`src/rtl/pisc_pkg.sv`:
```
package pisc_pkg;

    // Fixed-point and field widths
    localparam int GAIN_W      = 16;
    localparam int GAIN_FRAC   = 12;
    localparam int SAMPLE_W    = 16;
    localparam int THRUST_W    = 16;
    localparam int WINDOW_W    = 15;
    localparam int CLAMP_W     = 23;
    localparam int ERROR_W     = SAMPLE_W + 1;
    localparam int INTEG_W     = 24;
    localparam int DRIVE_W     = 32;
    localparam int CFG_INDEX_W = 3;
    localparam int CFG_DATA_W  = 23;
    localparam int IN_TDATA_W  = 56;

    // Register reset values
    localparam logic [GAIN_W-1:0]   P_GAIN_RST     = 16'd6963;
    localparam logic [GAIN_W-1:0]   I_GAIN_RST     = 16'd82;
    localparam logic [GAIN_W-1:0]   D_GAIN_RST     = 16'd2458;
    localparam logic [WINDOW_W-1:0] WINDOW_RST     = 15'd150;
    localparam logic [CLAMP_W-1:0]  CLAMP_RST      = 23'd1200;
    localparam logic [THRUST_W-1:0] THRUST_THR_RST = 16'd180;

    // Register indexes
    typedef enum logic [CFG_INDEX_W-1:0] {
        CFG_P_GAIN     = 3'd0,
        CFG_I_GAIN     = 3'd1,
        CFG_D_GAIN     = 3'd2,
        CFG_WINDOW     = 3'd3,
        CFG_CLAMP      = 3'd4,
        CFG_THRUST_THR = 3'd5
    } t_cfg_idx;

    typedef struct packed {
        logic [GAIN_W-1:0]   p_gain;
        logic [GAIN_W-1:0]   i_gain;
        logic [GAIN_W-1:0]   d_gain;
        logic [WINDOW_W-1:0] integral_window;
        logic [CLAMP_W-1:0]  integral_clamp;
        logic [THRUST_W-1:0] thrust_threshold;
    } t_cfg;

    typedef struct packed {
        logic [SAMPLE_W-1:0] target;
        logic [SAMPLE_W-1:0] measure;
        logic                armed;
        logic [THRUST_W-1:0] thrust;
    } t_item;

    typedef struct packed {
        logic [ERROR_W-1:0] previous_error;
        logic [INTEG_W-1:0] integral_sum;
        logic               integral_enable;
    } t_state;

endpackage

```
`src/rtl/pisc_cfg.sv`:
```
module pisc_cfg (
    input  logic                           i_clk,
    input  logic                           i_rst_n,
    input  logic                           i_cfg_valid,
    output logic                           o_cfg_ready,
    input  logic [pisc_pkg::CFG_INDEX_W-1:0] i_cfg_index,
    input  logic [pisc_pkg::CFG_DATA_W-1:0]  i_cfg_data,
    output pisc_pkg::t_cfg                 o_cfg
);
    import pisc_pkg::*;

    t_cfg r_cfg;
    t_cfg n_cfg;

    assign o_cfg_ready = 1'b1;
    assign o_cfg       = r_cfg;

    // Decode the write; unknown indexes leave everything as is
    always_comb begin
        n_cfg = r_cfg;
        if (i_cfg_valid) begin
            case (i_cfg_index)
                CFG_P_GAIN:     n_cfg.p_gain           = i_cfg_data[GAIN_W-1:0];
                CFG_I_GAIN:     n_cfg.i_gain           = i_cfg_data[GAIN_W-1:0];
                CFG_D_GAIN:     n_cfg.d_gain           = i_cfg_data[GAIN_W-1:0];
                CFG_WINDOW:     n_cfg.integral_window  = i_cfg_data[WINDOW_W-1:0];
                CFG_CLAMP:      n_cfg.integral_clamp   = i_cfg_data[CLAMP_W-1:0];
                CFG_THRUST_THR: n_cfg.thrust_threshold = i_cfg_data[THRUST_W-1:0];
                default:        n_cfg = r_cfg;
            endcase
        end
    end

    always_ff @(posedge i_clk) begin
        if (!i_rst_n) begin
            r_cfg.p_gain           <= P_GAIN_RST;
            r_cfg.i_gain           <= I_GAIN_RST;
            r_cfg.d_gain           <= D_GAIN_RST;
            r_cfg.integral_window  <= WINDOW_RST;
            r_cfg.integral_clamp   <= CLAMP_RST;
            r_cfg.thrust_threshold <= THRUST_THR_RST;
        end else begin
            r_cfg <= n_cfg;
        end
    end

endmodule

```
`src/rtl/pisc_calc.sv`:
```
module pisc_calc (
    input  pisc_pkg::t_cfg                  i_cfg,
    input  pisc_pkg::t_item                 i_item,
    input  pisc_pkg::t_state                i_state,
    output logic [pisc_pkg::DRIVE_W-1:0]    o_drive,
    output pisc_pkg::t_state                o_state
);
    import pisc_pkg::*;

    localparam int P_PROD_W = GAIN_W + ERROR_W;
    localparam int D_PROD_W = GAIN_W + ERROR_W + 1;
    localparam int I_PROD_W = GAIN_W + INTEG_W;
    localparam int SUM_W    = I_PROD_W - GAIN_FRAC + 1;
    localparam int ACC_W    = INTEG_W + 1;

    logic signed [ERROR_W-1:0]        error;
    logic signed [ERROR_W:0]          differ;
    logic signed [P_PROD_W-1:0]       p_prod;
    logic signed [D_PROD_W-1:0]       d_prod;
    logic signed [I_PROD_W-1:0]       i_prod;
    logic signed [SUM_W-1:0]          p_term;
    logic signed [SUM_W-1:0]          d_term;
    logic signed [SUM_W-1:0]          i_term;
    logic signed [SUM_W-1:0]          sum;
    logic signed [ERROR_W-1:0]        window_pos;
    logic signed [ERROR_W-1:0]        window_neg;
    logic signed [ACC_W-1:0]          acc;
    logic signed [ACC_W-1:0]          clamp_pos;
    logic signed [ACC_W-1:0]          clamp_neg;
    logic                             integrate;
    logic                             in_window;

    // Error and its change since the last word
    assign error  = $signed({i_item.target[SAMPLE_W-1], i_item.target})
                  - $signed({i_item.measure[SAMPLE_W-1], i_item.measure});
    assign differ = $signed({error[ERROR_W-1], error})
                  - $signed({i_state.previous_error[ERROR_W-1], i_state.previous_error});

    // Gain products; dropping the low fraction bits floors toward minus infinity
    assign p_prod = $signed(i_cfg.p_gain) * error;
    assign d_prod = $signed(i_cfg.d_gain) * differ;
    assign i_prod = $signed(i_cfg.i_gain) * $signed(i_state.integral_sum);

    assign p_term = SUM_W'($signed(p_prod[P_PROD_W-1:GAIN_FRAC]));
    assign d_term = SUM_W'($signed(d_prod[D_PROD_W-1:GAIN_FRAC]));
    assign i_term = i_state.integral_enable
                  ? SUM_W'($signed(i_prod[I_PROD_W-1:GAIN_FRAC])) : '0;

    // Term ranges keep the sum well inside 32 bits, so saturation reduces
    // to a sign extension
    assign sum     = p_term + i_term + d_term;
    assign o_drive = DRIVE_W'(sum);

    // Integral separation and clamp
    assign integrate  = i_item.armed && (i_item.thrust >= i_cfg.thrust_threshold);
    assign window_pos = $signed({2'b00, i_cfg.integral_window});
    assign window_neg = -window_pos;
    assign in_window  = ($signed({i_item.measure[SAMPLE_W-1], i_item.measure}) <= window_pos)
                     && ($signed({i_item.measure[SAMPLE_W-1], i_item.measure}) >= window_neg);
    assign acc        = $signed({i_state.integral_sum[INTEG_W-1], i_state.integral_sum})
                      + ACC_W'(error);
    assign clamp_pos  = $signed({2'b00, i_cfg.integral_clamp});
    assign clamp_neg  = -clamp_pos;

    always_comb begin
        o_state                = i_state;
        o_state.previous_error = error;
        if (!integrate) begin
            o_state.integral_sum = '0;
        end else if (!in_window) begin
            o_state.integral_enable = 1'b0;
        end else begin
            o_state.integral_enable = 1'b1;
            if (acc > clamp_pos) begin
                o_state.integral_sum = clamp_pos[INTEG_W-1:0];
            end else if (acc < clamp_neg) begin
                o_state.integral_sum = clamp_neg[INTEG_W-1:0];
            end else begin
                o_state.integral_sum = acc[INTEG_W-1:0];
            end
        end
    end

endmodule

```
`src/rtl/pid_integral_separation_core.sv`:
```
// PID controller with integral separation, one drive word per sample word.
//
// Sample channel (s_axis): target, measurement, armed flag and thrust in one
// word. Result channel (m_axis): the saturated sum of the P, I and D terms.
// Config channel: register index and data; index 0..5 selects p_gain,
// i_gain, d_gain, integral_window, integral_clamp, thrust_threshold; other
// indexes are dropped. The config port is always ready and should be written
// only while no sample is in flight.
//
// A sample word is held in the input register, passes through the multiply/add
// logic and is loaded into the output register that drives m_axis.
// Throughput is one word per cycle while the receiver does not stall: the
// input register feeds the multiply/add logic into the output register, and
// the stored error and integral update with it, ready for the next word.
//
// Reset empties both pipeline registers, clears the stored error, integral
// and enable flag, and loads the default gains and limits. When the receiver
// stalls, the output register holds its word and the input register takes
// one more word before s_axis tready drops.
module pid_integral_separation_core (
    input  logic                               i_clk,
    input  logic                               i_rst_n,
    // sample word
    input  logic                               i_s_axis_tvalid,
    output logic                               o_s_axis_tready,
    // [15:0] target, [31:16] measure, [32] armed, [48:33] thrust, [55:49] unused
    input  logic [pisc_pkg::IN_TDATA_W-1:0]    i_s_axis_tdata,
    // result word
    output logic                               o_m_axis_tvalid,
    input  logic                               i_m_axis_tready,
    // [31:0] drive
    output logic [pisc_pkg::DRIVE_W-1:0]       o_m_axis_tdata,
    // config write
    input  logic                               i_cfg_valid,
    output logic                               o_cfg_ready,
    input  logic [pisc_pkg::CFG_INDEX_W-1:0]   i_cfg_index,
    input  logic [pisc_pkg::CFG_DATA_W-1:0]    i_cfg_data
);
    import pisc_pkg::*;

    t_cfg                 cfg;
    t_item                r_item;
    logic                 r_in_valid;
    logic                 r_out_valid;
    logic [DRIVE_W-1:0]   r_drive;
    t_state               r_state;
    t_state               n_state;
    logic [DRIVE_W-1:0]   n_drive;
    logic                 out_free;
    logic                 advance;
    logic                 s_take;

    pisc_cfg u_cfg (
        .i_clk       (i_clk),
        .i_rst_n     (i_rst_n),
        .i_cfg_valid (i_cfg_valid),
        .o_cfg_ready (o_cfg_ready),
        .i_cfg_index (i_cfg_index),
        .i_cfg_data  (i_cfg_data),
        .o_cfg       (cfg)
    );

    pisc_calc u_calc (
        .i_cfg   (cfg),
        .i_item  (r_item),
        .i_state (r_state),
        .o_drive (n_drive),
        .o_state (n_state)
    );

    // Handshake: move the input word on when the output slot is free
    assign out_free        = !r_out_valid || i_m_axis_tready;
    assign advance         = r_in_valid && out_free;
    assign o_s_axis_tready = !r_in_valid || out_free;
    assign s_take          = i_s_axis_tvalid && o_s_axis_tready;
    assign o_m_axis_tvalid = r_out_valid;
    assign o_m_axis_tdata  = r_drive;

    // Input register
    always_ff @(posedge i_clk) begin
        if (!i_rst_n) begin
            r_in_valid <= 1'b0;
        end else if (o_s_axis_tready) begin
            r_in_valid <= i_s_axis_tvalid;
        end
    end

    always_ff @(posedge i_clk) begin
        if (s_take) begin
            r_item.target  <= i_s_axis_tdata[15:0];
            r_item.measure <= i_s_axis_tdata[31:16];
            r_item.armed   <= i_s_axis_tdata[32];
            r_item.thrust  <= i_s_axis_tdata[48:33];
        end
    end

    // Output register and controller state
    always_ff @(posedge i_clk) begin
        if (!i_rst_n) begin
            r_out_valid <= 1'b0;
            r_state     <= '0;
        end else begin
            if (out_free) begin
                r_out_valid <= r_in_valid;
            end
            if (advance) begin
                r_state <= n_state;
            end
        end
    end

    always_ff @(posedge i_clk) begin
        if (advance) begin
            r_drive <= n_drive;
        end
    end

endmodule
```
`config.mk`:
```
export PLATFORM = sky130hd
export DESIGN_NAME = pid_integral_separation_core
export DESIGN_NICKNAME = d
export VERILOG_FILES = /design/src/rtl/pisc_pkg.sv /design/src/rtl/pisc_cfg.sv /design/src/rtl/pisc_calc.sv /design/src/rtl/pid_integral_separation_core.sv
export SDC_FILE = /design/constraint.sdc
export NUM_CORES = 2
export LEC_CHECK = 0
export BUFFER_PORTS_ARGS = -buffer_cell sky130_fd_sc_hd__buf_2
export CAP_MARGIN = 20
export CELL_PAD_IN_SITES_DETAIL_PLACEMENT = 0
export CELL_PAD_IN_SITES_GLOBAL_PLACEMENT = 1
export CORE_AREA = 5 5 413 415
export DETAILED_ROUTE_END_ITERATION = 6
export DIE_AREA = 0 0 418 420
export GPL_TIMING_DRIVEN = 0
export PLACE_DENSITY_LB_ADDON = 0.2
export SLEW_MARGIN = 20
export SYNTH_ARGS = -nofsm -noshare
export SYNTH_HDL_FRONTEND = slang
export SYNTH_SLANG_ARGS = --single-unit
```
`constraint.sdc`:
```
create_clock -name i_clk -period 11.9 [get_ports i_clk]
set_input_delay 2.38 -clock i_clk [delete_from_list [all_inputs] [get_ports i_clk]]
set_output_delay 2.38 -clock i_clk [all_outputs]
set_load 0.02 [all_outputs]
```
==> results.sh <==
export IMPL_antenna_left=0
export IMPL_first_pass_iters=5
export IMPL_cpMostUsedCell="fa_1"
export IMPL_synth_fa_ha_area_frac=0.500
export IMPL_endpoint_kind="register"
export IMPL_areaGrowthSynthToFinish_pct=14.7
export IMPL_yosysWarningCount=0
export IMPL_multiInputGateArea_um2=40500
export IMPL_hp_class="reg -> reg"
export IMPL_gr_total_overflow=0
export IMPL_period_needed_ps=11760
export IMPL_fill_cells=17710
export IMPL_grt_pass1_vias=40590
export IMPL_yosys_area_share_simple=0.166
export IMPL_cts_tree="yes"
export IMPL_cts_buffers=34
export IMPL_min_from="r_state[38]$_SDFFE_PN0P_"
export IMPL_final_common_cell="inv_1"
export IMPL_dp_slack_ps=-3340
export IMPL_synth_cell_types=90
export IMPL_synth_xor_area_frac=0.0377
export IMPL_avgRoutedWirePerCell_um=21.5
export IMPL_synth_area_leaders="fa_1, ha_1, inv_1"
export IMPL_slew_headroom=0.289
export IMPL_syn_area_um2=49500
export IMPL_cts_root_buf="clkbuf_16"
export IMPL_insertion_delay_ps=600
export IMPL_syn_num_nets=7003
export IMPL_timing_fmax_ghz=0.0850
export IMPL_drive_gt1_frac=0.0934
export IMPL_die_area_um2=176000
export IMPL_worstRegToRegCells=49
export IMPL_fin_skew_ps=49.2
export IMPL_async_flop_share=0
export IMPL_synth_seq_cells=224
export IMPL_cts_sinks=224
export IMPL_holdPathStages=2
export IMPL_cp_start_kind="register"
export IMPL_rrSetupSlack_ps=140
export IMPL_drc=0
export IMPL_cp_slowest_stage_delay_ps=570
export IMPL_synth_top_family_by_area="adder cells"
export IMPL_grt_max_degree=39
export IMPL_numPortBuffers=113
export IMPL_grt_setup_unrepaired="yes"
export IMPL_status="complete, no violations"
export IMPL_gp_congestion=0.861
export IMPL_synth_area_mux_share=0.00164
export IMPL_drv_cap=0
export IMPL_hold_viol_final=0
export IMPL_num_nets_final=7267
export IMPL_start_util=0.297
export IMPL_worst_slew_pin_transition_ps=1060
export IMPL_core_um2=166000
export IMPL_die_width_um=418
export IMPL_finalMaxSlewViolations=0
export IMPL_syn_inst=5515
export IMPL_synth_compound_area_frac=0.0859
export IMPL_finalWorstSetupSlack_ps=142
export IMPL_vias=37805
export IMPL_grt_pass1_wl_mm=261
export IMPL_finalCritPeriodShare=0.988
export IMPL_critPathSlowestCell="fa_1"
export IMPL_clk_path_buf_depth=3
export IMPL_synth_edff_count=78
export IMPL_hold_buffers=0
export IMPL_synth_seq_area_share=0.106
export IMPL_netlist_area_leader_share=0.389
export IMPL_drt_total_wl_mm=173
export IMPL_path_clk_slew_ps=60
export IMPL_reg2reg_to="o_m_axis_tdata[28]$_DFFE_PP_"
export IMPL_crit_required_ps=12200
export IMPL_layout_common_cells="inv_1, fa_1, nand2_1"
export IMPL_synth_ff_type="dfxtp_1"
export IMPL_grt_util_all_layers=0.199
export IMPL_avgSynthCellArea_um2=8.97
export IMPL_r2r_start="r_item[17]$_DFFE_PP_"
export IMPL_min_to="r_state[38]$_SDFFE_PN0P_"
export IMPL_die_y_um=420
export IMPL_drt_iter0_markers=2141
export IMPL_path_max_fanout=4
export IMPL_viasPerCell=4.71
export IMPL_htree_levels=2
export IMPL_rows=150
export IMPL_synth_top_area_cell="fa_1"
export IMPL_ios=122
export IMPL_arrival_ps=12060
export IMPL_dpl_hpwl_mm=142
export IMPL_path_class="reg -> reg"
export IMPL_finalSetupViolCount=0
export IMPL_antenna_found_initial=12
export IMPL_final_seq_area_um2=5270
## cells in the mapped netlist, drive strengths merged (21+ instances only)
master / n
o211ai: 24
a21o: 51
xor2: 48
nor3: 56
nor2: 172
nand2: 835
dfxtp: 146
fa: 961
ha: 440
nand4: 26
inv: 1130
o31ai: 21
a211oi: 26
o21a: 35
nand3: 70
a21boi: 93
edfxtp: 78
and2: 346
nor2b: 58
xnor2: 165
a21oi: 145
and3: 24
o21ai: 93
clkbuf: 193
nand2b: 64
## worst max-delay path, delay by kind of cell (launching register included)
kind,cells,cell delay (ps)
buf+inv,10,1220
compound gates,17,3280
flops,1,430
xor+xnor,4,670
fa+ha+maj,12,4720
simple gates,6,1160
## kinds of logic (layout without fill, tap and decap cells)
| kind of cell | Yosys count | count (layout) |
|---|---|---|
| and+or+nand+nor | 1715 | 1715 |
| other | 1 | 17 |
| buffers and inverters | 1338 | 1625 |
| adders and majority gates | 1401 | 1401 |
| AOI/OAI and AO/OA | 615 | 615 |
| xor gates and xnor gates | 213 | 213 |
| muxes | 8 | 8 |
| DFF | 224 | 224 |
## worst max path at each step
| stage | slack [ps] | cells after the start | from | end |
|---|---|---|---|---|
| 2_1_floorplan | 190 | 44 | r_item[19]$_DFFE_PP_ | o_m_axis_tdata[27]$_DFFE_PP_ |
| 3_3_place_gp | -3680 | 44 | r_item[19]$_DFFE_PP_ | o_m_axis_tdata[27]$_DFFE_PP_ |
| 3_5_place_dp | -3340 | 44 | r_item[19]$_DFFE_PP_ | o_m_axis_tdata[27]$_DFFE_PP_ |
| 4_1_cts | -40 | 49 | r_item[17]$_DFFE_PP_ | o_m_axis_tdata[28]$_DFFE_PP_ |
| 5_1_grt | -220 | 49 | r_item[17]$_DFFE_PP_ | o_m_axis_tdata[28]$_DFFE_PP_ |
| 6_report | 140 | 49 | r_item[17]$_DFFE_PP_ | o_m_axis_tdata[28]$_DFFE_PP_ |
## sequential cells by signal, indices dropped and copies added (netlist names)
register / count
r_state: 42
r_item: 49
o_m_axis_tvalid: 1
o_m_axis_tdata: 29
u_cfg.o_cfg: 102
r_in_valid: 1
## metal layers
layer | track usage | up-vias | wire length, um
met2 | 0.334 | 747 | 81000
met5 | 0 | - | 27
met1 | 0.273 | 19324 | 78600
met3 | 0.0234 | 172 | 7670
li1 | - | 17558 | -
met4 | 0.0512 | 4 | 5400
## area by class of cell
type | count | share of cell area
clock inverter | 20 | 0.00536
tap | 2204 | 0.0486
clock buffer | 39 | 0.0157
multi-input combinational | 3953 | 0.714
antenna | 16 | 0.000706
inverter | 1131 | 0.0749
sequential | 224 | 0.0928
buffer | 201 | 0.0195
timing repair buffer | 234 | 0.0283
## what timing repair did
| item | CTS | global route |
|---|---|---|
| setup buffers | 82 | 36 |
| gates resized for setup | 248 | 89 |
| pin swaps | 85 | 85 |
| endpoints found under the setup margin | 27 | 13 |
## stage by stage
step | cell area, um2 | cells | hold WS, ps | setup TNS, ps | util
floorplan | 49500 | 5515 | 434 | 0 | -
global placement | 52800 | 7832 | 453 | -60610 | 0.317
detailed placement | 53000 | 7837 | 453 | -51550 | 0.319
CTS | 56100 | 7973 | 463 | -38.7 | 0.337
global route | 56700 | 8018 | 480 | -371 | 0.341
finish | 56700 | 8022 | 462 | 0 | 0.341
Power is left out: the tool's default activity adds up to more than one toggle a clock period on the data nets, which glitch-free logic cannot reach.
